===== src/hdl/lfr_pkg.sv =====
package lfr_pkg;

  localparam int FRAME_W        = 6;
  localparam int COUNT_W        = 7;
  localparam int CAP_W          = 7;
  localparam int MODE_W         = 2;
  localparam int NUM_FRAMES_DEF = 64;
  localparam int PADDR_W        = 2;
  localparam int PDATA_W        = 32;

  localparam logic [CAP_W-1:0]   CAP_RESET    = 7'd64;
  localparam logic [PADDR_W-1:0] REG_CAPACITY = 2'd0;

  localparam logic [MODE_W-1:0] MODE_UNPIN  = 2'd0;
  localparam logic [MODE_W-1:0] MODE_PIN    = 2'd1;
  localparam logic [MODE_W-1:0] MODE_VICTIM = 2'd2;
  localparam logic [MODE_W-1:0] MODE_NOP    = 2'd3;

  // controller -> datapath
  typedef struct packed {
    logic load;        // latch the request beat, clear result fields
    logic push;        // append frame at tail, set its member bit
    logic unmark;      // clear member bit of the latched frame
    logic scan_start;  // read order store at head
    logic scan_next;   // read the next slot after the last one read
    logic set_hole;    // remember the slot just read as the open slot
    logic shift_wr;    // move the slot just read into the open slot
    logic dec;         // drop one from the count
    logic pop;         // report head, advance head, drop one from the count
  } cmd_t;

  // datapath -> controller
  typedef struct packed {
    logic [MODE_W-1:0] mode;
    logic              unpin_ok;
    logic              pin_hit;
    logic              empty;
    logic              match;
    logic              last;
  } sts_t;

endpackage


===== src/hdl/lru_frame_replacer.sv =====
// LRU frame replacer for a buffer pool.
//
// Request channel: drive mode and frame_no with start; the beat is taken at a
// clock edge where start is high and busy is low. Modes: unpin appends the
// frame at the tail of the evictable list if it is in range, not yet listed
// and below capacity, pin removes it wherever it stands, victim pops the
// oldest frame, and the spare code reports the count only. Result channel:
// done is high for exactly one cycle with victim_valid, evict_frame and
// evictable_count; the result beat is taken at the edge that ends that cycle.
// The receiver cannot stall, so nothing is ever held back. A new request is
// accepted in the result cycle. A pin that hits is paced by the single read
// port of the order store: one slot is scanned per cycle to find the frame,
// then one slot per cycle is moved down to close the gap.
// Capacity sits at APB offset 0 and may be rewritten only while the block is
// idle. Reset empties the list and clears every member bit at once; capacity
// returns to 64 and the block takes requests in the first cycle after reset.
module lru_frame_replacer #(
  parameter int NUM_FRAMES = lfr_pkg::NUM_FRAMES_DEF
) (
  input  logic                          clk,
  input  logic                          rst,
  // configuration
  input  logic                          psel,
  input  logic                          penable,
  input  logic                          pwrite,
  input  logic [lfr_pkg::PADDR_W-1:0]   paddr,
  input  logic [lfr_pkg::PDATA_W-1:0]   pwdata,
  output logic [lfr_pkg::PDATA_W-1:0]   prdata,
  output logic                          pready,
  // request
  input  logic                          start,
  input  logic [lfr_pkg::MODE_W-1:0]    mode,
  input  logic [lfr_pkg::FRAME_W-1:0]   frame_no,
  output logic                          busy,
  // result
  output logic                          done,
  output logic                          victim_valid,
  output logic [lfr_pkg::FRAME_W-1:0]   evict_frame,
  output logic [lfr_pkg::COUNT_W-1:0]   evictable_count
);

  logic [lfr_pkg::CAP_W-1:0] capacity;
  lfr_pkg::cmd_t             cmd;
  lfr_pkg::sts_t             sts;

  // APB register: no wait states, write on the access phase.
  assign pready = 1'b1;

  always_ff @(posedge clk) begin
    if (rst) begin
      capacity <= lfr_pkg::CAP_RESET;
    end else if (psel && penable && pwrite && pready && (paddr == lfr_pkg::REG_CAPACITY)) begin
      capacity <= pwdata[lfr_pkg::CAP_W-1:0];
    end
  end

  always_comb begin
    prdata = '0;
    if (paddr == lfr_pkg::REG_CAPACITY) begin
      prdata = lfr_pkg::PDATA_W'(capacity);
    end
  end

  // Sequencer: decodes the latched request and steps the datapath.
  lfr_ctrl u_ctrl (
    .clk   (clk),
    .rst   (rst),
    .start (start),
    .sts   (sts),
    .cmd   (cmd),
    .busy  (busy),
    .done  (done)
  );

  // Order store (circular list in RAM), member bits, count and result hold.
  lfr_datapath #(
    .NUM_FRAMES (NUM_FRAMES)
  ) u_dp (
    .clk             (clk),
    .rst             (rst),
    .cmd             (cmd),
    .sts             (sts),
    .mode            (mode),
    .frame_no        (frame_no),
    .capacity        (capacity),
    .victim_valid    (victim_valid),
    .evict_frame     (evict_frame),
    .evictable_count (evictable_count)
  );

endmodule


===== src/hdl/lfr_ram.sv =====
module lfr_ram #(
  parameter int WIDTH = 8,
  parameter int DEPTH = 64,
  localparam int AW = $clog2(DEPTH)
) (
  input  logic             clk,
  input  logic             we,
  input  logic [AW-1:0]    waddr,
  input  logic [WIDTH-1:0] wdata,
  input  logic [AW-1:0]    raddr,
  output logic [WIDTH-1:0] rdata
);

  logic [WIDTH-1:0] mem [DEPTH];

  always_ff @(posedge clk) begin
    if (we) begin
      mem[waddr] <= wdata;
    end
    rdata <= mem[raddr];
  end

endmodule


===== src/hdl/lfr_datapath.sv =====
module lfr_datapath #(
  parameter int NUM_FRAMES = lfr_pkg::NUM_FRAMES_DEF
) (
  input  logic                         clk,
  input  logic                         rst,
  input  lfr_pkg::cmd_t                cmd,
  output lfr_pkg::sts_t                sts,
  input  logic [lfr_pkg::MODE_W-1:0]   mode,
  input  logic [lfr_pkg::FRAME_W-1:0]  frame_no,
  input  logic [lfr_pkg::CAP_W-1:0]    capacity,
  output logic                         victim_valid,
  output logic [lfr_pkg::FRAME_W-1:0]  evict_frame,
  output logic [lfr_pkg::COUNT_W-1:0]  evictable_count
);

  localparam int AW     = $clog2(NUM_FRAMES);
  localparam int CNT_W  = $clog2(NUM_FRAMES + 1);
  localparam int ID_N   = 2 ** lfr_pkg::FRAME_W;
  localparam int MEMB_N = (NUM_FRAMES < ID_N) ? NUM_FRAMES : ID_N;
  localparam int MW     = $clog2(MEMB_N);
  localparam int CMPW   = (CNT_W > lfr_pkg::CAP_W) ? CNT_W : lfr_pkg::CAP_W;

  logic [lfr_pkg::MODE_W-1:0]  op_mode;
  logic [lfr_pkg::FRAME_W-1:0] op_frame;
  logic [AW-1:0]               head;
  logic [CNT_W-1:0]            count;
  logic [MEMB_N-1:0]           member;
  logic [AW-1:0]               rd_ptr;
  logic [CNT_W-1:0]            rd_rel;
  logic [AW-1:0]               hole;
  logic                        vict_valid;
  logic [lfr_pkg::FRAME_W-1:0] vict_frame;

  logic                        in_range;
  logic                        member_hit;
  logic [AW:0]                 tail_sum;
  logic [AW-1:0]               tail;
  logic [AW-1:0]               rd_next;
  logic                        ram_we;
  logic [AW-1:0]               ram_waddr;
  logic [lfr_pkg::FRAME_W-1:0] ram_wdata;
  logic [AW-1:0]               ram_raddr;
  logic [lfr_pkg::FRAME_W-1:0] ram_rdata;

  function automatic logic [AW-1:0] wrap_inc(input logic [AW-1:0] p);
    return (p == AW'(NUM_FRAMES - 1)) ? '0 : p + 1'b1;
  endfunction

  always_comb begin
    in_range   = int'(op_frame) < NUM_FRAMES;
    member_hit = in_range && member[MW'(op_frame)];
    tail_sum   = {1'b0, head} + (AW+1)'(count);
    if (tail_sum >= (AW+1)'(NUM_FRAMES)) begin
      tail = AW'(tail_sum - (AW+1)'(NUM_FRAMES));
    end else begin
      tail = tail_sum[AW-1:0];
    end
    rd_next   = wrap_inc(rd_ptr);
    ram_raddr = cmd.scan_start ? head : rd_next;
    ram_we    = cmd.push || cmd.shift_wr;
    ram_waddr = cmd.push ? tail : hole;
    ram_wdata = cmd.push ? op_frame : ram_rdata;
  end

  always_comb begin
    sts.mode     = op_mode;
    sts.unpin_ok = in_range && !member_hit && (CMPW'(count) < CMPW'(capacity)) &&
                   (int'(count) < NUM_FRAMES);
    sts.pin_hit  = member_hit;
    sts.empty    = (count == '0);
    sts.match    = (ram_rdata == op_frame);
    sts.last     = ((rd_rel + 1'b1) == count);
  end

  lfr_ram #(
    .WIDTH (lfr_pkg::FRAME_W),
    .DEPTH (NUM_FRAMES)
  ) u_order (
    .clk   (clk),
    .we    (ram_we),
    .waddr (ram_waddr),
    .wdata (ram_wdata),
    .raddr (ram_raddr),
    .rdata (ram_rdata)
  );

  always_ff @(posedge clk) begin
    if (rst) begin
      head       <= '0;
      count      <= '0;
      member     <= '0;
      vict_valid <= 1'b0;
    end else begin
      if (cmd.load) begin
        op_mode    <= mode;
        op_frame   <= frame_no;
        vict_valid <= 1'b0;
        vict_frame <= '0;
      end
      if (cmd.push) begin
        member[MW'(op_frame)] <= 1'b1;
        count                 <= count + 1'b1;
      end
      if (cmd.unmark) begin
        member[MW'(op_frame)] <= 1'b0;
      end
      if (cmd.scan_start) begin
        rd_ptr <= head;
        rd_rel <= '0;
      end
      if (cmd.scan_next) begin
        rd_ptr <= rd_next;
        rd_rel <= rd_rel + 1'b1;
      end
      if (cmd.set_hole) begin
        hole <= rd_ptr;
      end
      if (cmd.dec) begin
        count <= count - 1'b1;
      end
      if (cmd.pop) begin
        vict_valid <= 1'b1;
        vict_frame <= ram_rdata;
        if (int'(ram_rdata) < MEMB_N) begin
          member[MW'(ram_rdata)] <= 1'b0;
        end
        head  <= wrap_inc(head);
        count <= count - 1'b1;
      end
    end
  end

  assign victim_valid    = vict_valid;
  assign evict_frame     = vict_frame;
  assign evictable_count = lfr_pkg::COUNT_W'(count);

  a_count_bound: assert property (@(posedge clk) disable iff (rst)
    int'(count) <= NUM_FRAMES)
    else $error("evictable count above frame total");

  a_push_grows: assert property (@(posedge clk) disable iff (rst)
    cmd.push |=> count == $past(count) + 1'b1)
    else $error("push did not grow the count");

  a_pop_nonempty: assert property (@(posedge clk) disable iff (rst)
    (cmd.pop || cmd.dec) |-> count != '0)
    else $error("removal from an empty order store");

endmodule


===== src/hdl/lfr_ctrl.sv =====
module lfr_ctrl (
  input  logic          clk,
  input  logic          rst,
  input  logic          start,
  input  lfr_pkg::sts_t sts,
  output lfr_pkg::cmd_t cmd,
  output logic          busy,
  output logic          done
);

  typedef enum logic [2:0] {
    ST_IDLE,
    ST_DECODE,
    ST_SEARCH,
    ST_SHIFT,
    ST_VREAD
  } state_t;

  state_t state;
  state_t state_next;

  always_comb begin
    state_next = state;
    cmd        = '0;
    unique case (state)
      ST_IDLE: begin
        if (start) begin
          cmd.load   = 1'b1;
          state_next = ST_DECODE;
        end
      end
      ST_DECODE: begin
        state_next = ST_IDLE;
        unique case (sts.mode)
          lfr_pkg::MODE_UNPIN: begin
            cmd.push = sts.unpin_ok;
          end
          lfr_pkg::MODE_PIN: begin
            if (sts.pin_hit) begin
              cmd.unmark     = 1'b1;
              cmd.scan_start = 1'b1;
              state_next     = ST_SEARCH;
            end
          end
          lfr_pkg::MODE_VICTIM: begin
            if (!sts.empty) begin
              cmd.scan_start = 1'b1;
              state_next     = ST_VREAD;
            end
          end
          lfr_pkg::MODE_NOP: begin
            state_next = ST_IDLE;
          end
        endcase
      end
      ST_SEARCH: begin
        cmd.scan_next = 1'b1;
        if (sts.match) begin
          cmd.set_hole = 1'b1;
          if (sts.last) begin
            cmd.dec    = 1'b1;
            state_next = ST_IDLE;
          end else begin
            state_next = ST_SHIFT;
          end
        end
      end
      ST_SHIFT: begin
        cmd.shift_wr  = 1'b1;
        cmd.set_hole  = 1'b1;
        cmd.scan_next = 1'b1;
        if (sts.last) begin
          cmd.dec    = 1'b1;
          state_next = ST_IDLE;
        end
      end
      ST_VREAD: begin
        cmd.pop    = 1'b1;
        state_next = ST_IDLE;
      end
    endcase
  end

  always_ff @(posedge clk) begin
    if (rst) begin
      state <= ST_IDLE;
      done  <= 1'b0;
    end else begin
      state <= state_next;
      done  <= (state != ST_IDLE) && (state_next == ST_IDLE);
    end
  end

  assign busy = (state != ST_IDLE);

  a_done_pulse: assert property (@(posedge clk) disable iff (rst)
    done |=> !done)
    else $error("result strobe held longer than one cycle");

  a_one_update: assert property (@(posedge clk) disable iff (rst)
    $onehot0({cmd.push, cmd.pop, cmd.shift_wr}))
    else $error("conflicting order store updates");

endmodule

===== config.mk =====
export PLATFORM = sky130hd
export DESIGN_NAME = lru_frame_replacer
export DESIGN_NICKNAME = d
export VERILOG_FILES = /design/src/hdl/lfr_pkg.sv /design/src/hdl/lru_frame_replacer.sv /design/src/hdl/lfr_ram.sv /design/src/hdl/lfr_datapath.sv /design/src/hdl/lfr_ctrl.sv
export SDC_FILE = /design/constraint.sdc
export NUM_CORES = 1
export LEC_CHECK = 0
export ABC_AREA = 1
export BUFFER_PORTS_ARGS = -buffer_cell sky130_fd_sc_hd__buf_2
export CAP_MARGIN = 40
export CORE_MARGIN = 2
export CORE_UTILIZATION = 40
export DETAILED_ROUTE_END_ITERATION = 7
export PLACE_DENSITY = 0.67
export SLEW_MARGIN = 20
export SYNTH_ARGS = -nofsm -noshare
export SYNTH_HDL_FRONTEND = slang
export SYNTH_SLANG_ARGS = --single-unit

===== constraint.sdc =====
create_clock -name clk -period 5.1 [get_ports clk]
set_clock_uncertainty 0.15 [all_clocks]
set_input_delay 1.275 -clock clk [delete_from_list [all_inputs] [get_ports clk]]
set_output_delay 1.275 -clock clk [all_outputs]
set_load 0.03 [all_outputs]

==> metrics.md, run 1 <==
| Metric | Value |
|---|---|
| Grt ovf | 0 |
| CORE AREA | 60,580 sq um |
| Post-Synthesis Cells | 2,739 |
| Via Count | 18,740 |
| Post-Syn Area | around 25,000 sq um |
| Clock Tree Buf Depth | 3 |
| Yosys reg bits | 512 |
| Pre-Repair DR Iteration Count | 6 |
| Tcrit/Tclk final | 0.8661 |
| CTS resizes | 0 |
| VDD IR max | 0.0002935 V |
| Critical Path Start Type | register |
| Initial Utilization | 0.4057 |
| Syn. warnings | 0 |
| DRC | 0 |
| Worst-Skew Late Latency | 0.61 ns |
| FF/Latch Area | 14,420 sq um |
| TritonCTS Buffers | 52 |
| EDFF count, synth | 417 |
| CP peak stage delay | just under 0.6 ns |
| Die width | 251.9 um |
| Main synth FF type | edfxtp_1 |
| Gpl congestion | between 0.8 and 0.9 |
| Slowest CP cell | edfxtp_1 |
| Final hold viol count | 0 |
| H-tree lvl count | 2 |
| Unrepaired setup endpoints after global routing | no |
| Initial drt markers | 1,802 |
| WL per Instance | 16.95 um |
| Ant diodes | 0 |
| Worst Path Arrival | 4.50 ns |
| Max-cap violations | 0 |
| Root Driver | clkbuf_16 |
| Most frequent CP cell | nor2_1 |
| Mean post-synth cell area | 8.974 sq um |
| Fraction of layout cells with a size suffix above 1 | 0.08082 |
| Max Slew Vio Count | 0 |
| Total GRT Usage | 0.1913 |
| P per Cell Area | ~310 nW/um^2 |
| Ys async rst share | 0 |
| Initial antenna violation count | 0 |
| Post-layout minimum cycle time | about 4.4 ns |
| Crit path required time | 5.18 ns |
| Pleak | 11.51 nW |
| CTS tree | done |
| Nets | 2,850 |
| Outcome | completed |
| HP Class | reg -> reg |
| Port-buffer cells | 45 |
| IO Count | 97 |
| Layout area overhead | 12.97% |
| Rows | 90 |
| Final ANT Viol Nets | 0 |
| Final setup vio count | 0 |
| Layout Utilization | 0.4583 |
| Crit-path cells | inv_1, nor2_1, o211ai_1, nand2_1, o21ai_1, nand2_1, nor2_1, nand2_1, nor2_1, nand2_2, inv_1, or2_2, o21ai_0, inv_1, nor2_1, nand2_1, nor2_1 |
| Multi-input gate area | 7796 sq um |
| Worst slew pin tran | 0.8299 ns |
| Reg clk slew, reported paths | 0.06 ns |
| Clock sink count | between 500 and 600 |
| Largest net degree at the start of global routing | 89 |
| Avg Vias per Cell | 5.201 |
| Final wirelength | 61,080 um |
| Post-synth cell types | 37 |
| Die height | 251.9 um |
| Cts hold-fix bufs | 0 |
| Setup Fix Bufs, Post-CTS | 0 |
| Die Area | 63,450 sq um |
| First-pass GRT wire length | 95,570 um |
| CP max FO | 13 |
| Register area share after synthesis | 0.5868 |
| Final HPWL DP | roughly 38,000 um |
| Worst Setup End Kind | register |
| Maximum clock rate | 226.4 MHz |
| Vias in the first global route | 17,380 |
| Max_slew headroom | 0.4447 |
| Hold slack | 0.2982 ns |
| CP Class | reg -> reg |
| Filler cells | 5,663 |
## state kept, by name, indices dropped and copies added (netlist names)
signal	flops
u_dp.u_order.mem	384
u_dp.evictable_count	7
capacity	7
u_dp.hole	6
u_dp.evict_frame	6
u_dp.head	6
u_dp.rd_ptr	6
u_ctrl.done	1
u_dp.op_mode	2
u_ctrl.state	3
u_dp.victim_valid	1
u_dp.op_frame	6
u_dp.u_order.rdata	6
u_dp.rd_rel	7
u_dp.member	64
## worst max-delay path: cells and delay by family (launching register included)
family	cells	cell delay [ns]
simple gates	11	2.37
flops	1	0.58
compound gates	3	0.51
buf+inv	3	0.41
## power by group
part	total (W)	switching [W]	internal, W
clock	0.00374	0.00161	0.00213
combinational	0.000348	0.000256	0.0000921
sequential	0.00454	0.0000133	0.00453
## cells in the mapped netlist, types with 32 or more instances
cell        n  area [sq um]
nand2_1   650          2440
inv_1     461          1730
nand3_1   444          2222
edfxtp_1  417         12520
nor2_1    183         686.9
o21ai_0   107         535.5
dfxtp_1    95          1902
a311oi_1   64         560.5
clkbuf_1   60         225.2
buf_2      47         235.2
buf_4      43         322.8
o22ai_1    32         200.2
## cells by family (layout without fill, tap and decap cells)
group	after synthesis	in the layout	share of synthesized area
AOI/OAI and AO/OA	245	245	0.06292
xor gates and xnor gates	16	16	0.005702
adders and majority gates	21	21	0.01100
buffers and inverters	624	682	0.1043
DFF	512	512	0.5868
other	2	26	0.0003056
and+or+nand+nor	1319	1319	0.2290
## path summary, 6_finish.rpt
| check | cells after the start | slack (ns) | from | to |
|---|---|---|---|---|
| setup / recovery | 17 | 0.68 | u_dp.op_frame[1] | u_dp.u_order.mem[26][1] |
| hold / removal | 0 | 0.30 | u_dp.rd_ptr[5] | u_dp.hole[5] |
| setup reg to reg | 17 | 0.68 | u_dp.op_frame[1] | u_dp.u_order.mem[26][1] |
| hold reg to reg | 0 | 0.30 | u_dp.rd_ptr[5] | u_dp.hole[5] |
## placed cells by master (no fill, tap or decap), types with 7 or more instances in the layout
| cell type | instances |
|---|---|
| buf_16 | 7 |
| clkinv_1 | 10 |
| nand3_1 | 443 |
| ha_1 | 20 |
| nor3_1 | 15 |
| a311oi_1 | 64 |
| nand2_1 | 647 |
| conb_1 | 26 |
| clkbuf_16 | 52 |
| edfxtp_1 | 417 |
| dfxtp_1 | 95 |
| nor3_2 | 8 |
| buf_2 | 52 |
| o21ai_4 | 8 |
| buf_12 | 18 |
| a21oi_1 | 23 |
| inv_1 | 460 |
| o22ai_1 | 32 |
| o21ai_0 | 100 |
| clkinv_2 | 9 |
| nor2_1 | 183 |
| xor2_1 | 13 |
| buf_4 | 45 |
| clkbuf_1 | 10 |
## metal layers
metal / GRT usage / vias to the layer above / wire (um)
li1: - / 9099 / -
met3: 0.02424 / 164 / 4102
met4: 0.08132 / 0 / 2285
met1: 0.2582 / 8765 / 25580
met2: 0.3115 / 713 / 29120
met5: 0 / - / 0
## cell type report
type	count	area share
sequential	512	0.5195
clock buffer	62	0.04822
tap	782	0.03524
multi-input combinational	1627	0.2808
timing repair buffer	123	0.04200
inverter	465	0.06286
clock inverter	32	0.01145
## metrics by stage
step / setup WS (ns) / instance area, sq um / total power [W] / std cells / setup TNS, ns
2_1_floorplan: -0.5811 / 24670 / 0.004842 / 2763 / -223.13
3_5_place_dp: 0.8090 / 26050 / 0.004970 / 3506 / 0
3_3_place_gp: 0.8161 / 25860 / 0.004954 / 3493 / 0
4_1_cts: 0.7729 / 27700 / 0.008684 / 3600 / 0
5_1_grt: 0.3817 / 27770 / 0.008873 / 3603 / 0
6_report: 0.6829 / 27770 / 0.008626 / 3603 / 0
(Power assumes the default switching activity.)
==> run 2: changes to the inputs <==
--- a/config.mk
+++ b/config.mk
@@ -8,7 +8,6 @@
 export ABC_AREA = 1
 export BUFFER_PORTS_ARGS = -buffer_cell sky130_fd_sc_hd__buf_2
 export CAP_MARGIN = 40
-export CORE_MARGIN = 2
 export CORE_UTILIZATION = 40
 export DETAILED_ROUTE_END_ITERATION = 7
 export PLACE_DENSITY = 0.67
==> metrics.md, run 2 (synthesis gave the netlist of run 1 again) <==
| Metric | Value |
|---|---|
| Switching power | 0.001936 W (+3.1%) |
| H-tree lvl count | 2 (unchanged) |
| CP Class | reg -> reg |
| Die Area | 62,440 sq um (-1.6%) |
| Post-route setup slack | 0.5887 ns (-0.09419 ns) |
| Largest net degree at the start of global routing | 70 (-21%) |
| CTS resizes | 0 (unchanged) |
| Reg2reg setup slack | 0.59 ns (-0.09 ns) |
| Post-Route M1 WL | 25,820 um (+0.93%) |
| Final hold viol count | 0 (unchanged) |
| Crit path required time | 5.19 ns (about the same) |
| P per Cell Area | 323.0 nW/um^2 (+4.0%) |
| Port-buffer cells | 45 (unchanged) |
| Reg clk slew, reported paths | 0.06 ns (about the same) |
| Fraction of layout cells with a size suffix above 1 | 0.08091 (+0.00008604) |
| CTS tree | done |
| Clock Tree Buf Depth | 3 (unchanged) |
| DRC | 0 (unchanged) |
| Hold slack | 0.2959 ns (-0.002311 ns) |
| Grt ovf | 0 (unchanged) |
| Vias in the first global route | 17,160 (-1.3%) |
| Pre-Repair DR Iteration Count | 8 (+2) |
| Total Power | 0.008985 W (+4.2%) |
| Max-cap violations | 0 (unchanged) |
| Pleak | 11.55 nW (+0.35%) |
| Via Count | 18,500 (-1.3%) |
| Initial Utilization | 0.4057 (unchanged) |
| Worst Path Arrival | 4.60 ns (+0.10 ns) |
| Depth of the worst hold-timing path | 0 (unchanged) |
| CP max FO | 19 (+6) |
| Critical Path Start Type | register |
| Avg Vias per Cell | 5.138 (-1.2%) |
| Layout Utilization | 0.4592 (+0.0009090) |
| Final wirelength | 60,950 um (-0.22%) |
| Placed Instances | 3,503 (-0.086%) |
| Setup WS pre-CTS | 0.7092 ns (-0.09977 ns) |
| First-pass GRT wire length | 95,160 um (-0.43%) |
| Cts hold-fix bufs | 0 (unchanged) |
| Nets | 2,847 (-0.11%) |
| Rows | 90 (unchanged) |
| Combinational share of power | 0.037 (-0.003) |
| Met2 routed WL | 28,490 um (-2.1%) |
| CORE AREA | 60,580 sq um (unchanged) |
| Final setup vio count | 0 (unchanged) |
| Flop pwr share | 0.505 (-0.021) |
| Most frequent cells in the layout | nand2_1 (647), inv_1 (460), nand3_1 (443) |
| Final ANT Viol Nets | 0 (unchanged) |
| Post-layout minimum cycle time | 4.511 ns (+0.09419 ns) |
| Root Driver | clkbuf_16 |
| Total GRT Usage | 0.1939 (+0.002550) |
| Die width | 249.9 um (-0.79%) |
| Final HPWL DP | 38,190 um (about the same) |
| Unrepaired setup endpoints after global routing | no |
| Clock sink count | 512 (unchanged) |
| IO Count | 97 (unchanged) |
| WL per Instance | 16.93 um (-0.14%) |
| Maximum clock rate | 221.7 MHz (-2.1%) |
| Worst-Skew Late Latency | 0.64 ns (+0.03 ns) |
| Commonest non-fill, non-tap cell in the layout | nand2_1 |
| Clk pwr share | 0.457 (+0.024) |
| Initial antenna violation count | 0 (unchanged) |
| Worst slew pin tran | 0.8208 ns (-0.009099 ns) |
| Top reg by flops | u_dp.u_order.mem |
| Filler cells | 5,677 (+0.25%) |
| Layout area overhead | 13.19% |
| Die height | 249.9 um (-0.79%) |
| Tcrit/Tclk final | 0.8846 (+0.01847) |
| TritonCTS Buffers | 54 (+3.8%) |
| Max_slew headroom | 0.4508 (+0.006088) |
| Max layer used | met4 |
| Internal | 0.007050 W (+4.5%) |
| Largest registers | u_dp.u_order.mem (384), u_dp.member (64) |
| Max FFs per register | 384 (unchanged) |
| HP Class | reg -> reg |
| Worst Setup End Kind | register |
| Switching Share | 0.2154 (-0.002192) |
| VDD IR max | 0.0003120 V (+6.3%) |
| Non-filler instance count after layout | 3,600 (-0.083%) |
| Outcome | completed |
| Initial drt markers | 1,808 (+0.33%) |
| Gpl congestion | 0.8866 (+2.2%) |
| Ant diodes | 0 (unchanged) |
| R2R depth | 21 (+4) |
| Wire length on met3 | 4714 um (+15%) |
| Max Slew Vio Count | 0 (unchanged) |
| Setup Fix Bufs, Post-CTS | 0 (unchanged) |
==> run 2: cell count changes in the layout (fill, tap and decap cells not counted), sizes merged <==
cell | previous run | this run
bufinv | 5 | 9
buf | 123 | 118
clkinvlp | 5 | 2
clkbuf | 62 | 64
clkinv | 20 | 19
==> run 2: path summary, 6_finish.rpt <==
path	start	end
worst max-delay path	u_dp.op_frame[0]	u_dp.u_order.mem[31][5]
worst min-delay path	u_dp.rd_ptr[5]	u_dp.hole[5]
worst max register to register	u_dp.op_frame[0]	u_dp.u_order.mem[31][5]
worst min register to register	u_dp.rd_ptr[5]	u_dp.hole[5]
==> run 2: metal layers <==
layer,global-route usage,vias up
met3,0.03191,124
met2,0.3140,732
li1,-,9097
met1,0.2613,8542
met5,0,-
met4,0.07090,0
==> run 2: layout make-up <==
cell class                 instances  area (sq um)  share of cell area
sequential                       512         14420              0.5184
tap                              782         978.4             0.03517
clock inverter                    32         449.2             0.01614
timing repair buffer             118          1018             0.03661
multi-input combinational       1627          7796              0.2802
inverter                         465          1745             0.06274
clock buffer                      64          1410             0.05068
==> run 2: power groups by stage <==
| stage | clock network [W] | registers [W] | logic, W |
|---|---|---|---|
| 3_3_place_gp | 0 | 0.00463 | 0.000316 |
| 5_1_grt | 0.00433 | 0.00454 | 0.000361 |
| 2_1_floorplan | 0 | 0.00464 | 0.000205 |
| 4_1_cts | 0.00417 | 0.00454 | 0.000330 |
| 6_report | 0.00411 | 0.00454 | 0.000335 |
| 3_5_place_dp | 0 | 0.00463 | 0.000329 |
==> run 2: through the flow <==
step | cell area [sq um] | TNS [ns]
floorplan | 24670 | -223.13
global placement | 25790 | 0
detailed placement | 25930 | 0
CTS | 27790 | 0
global route | 27820 | 0
finish | 27820 | 0
==> run 2: worst max-delay path, stage by stage (launching register included) <==
cell	delay, ns
edfxtp_1	0.66
inv_2	0.14
buf_4	0.29
nand2_1	0.10
nand2_1	0.08
nand2_1	0.05
nand2_1	0.05
nand2_1	0.05
nand2_1	0.05
nand2_1	0.06
nand2_1	0.10
nor2_1	0.04
nand2_1	0.18
nor2_1	0.08
nand2_2	0.21
inv_1	0.18
or2_2	0.30
o21ai_0	0.23
inv_1	0.12
nor2_1	0.15
nand2_1	0.23
nor2_1	0.60
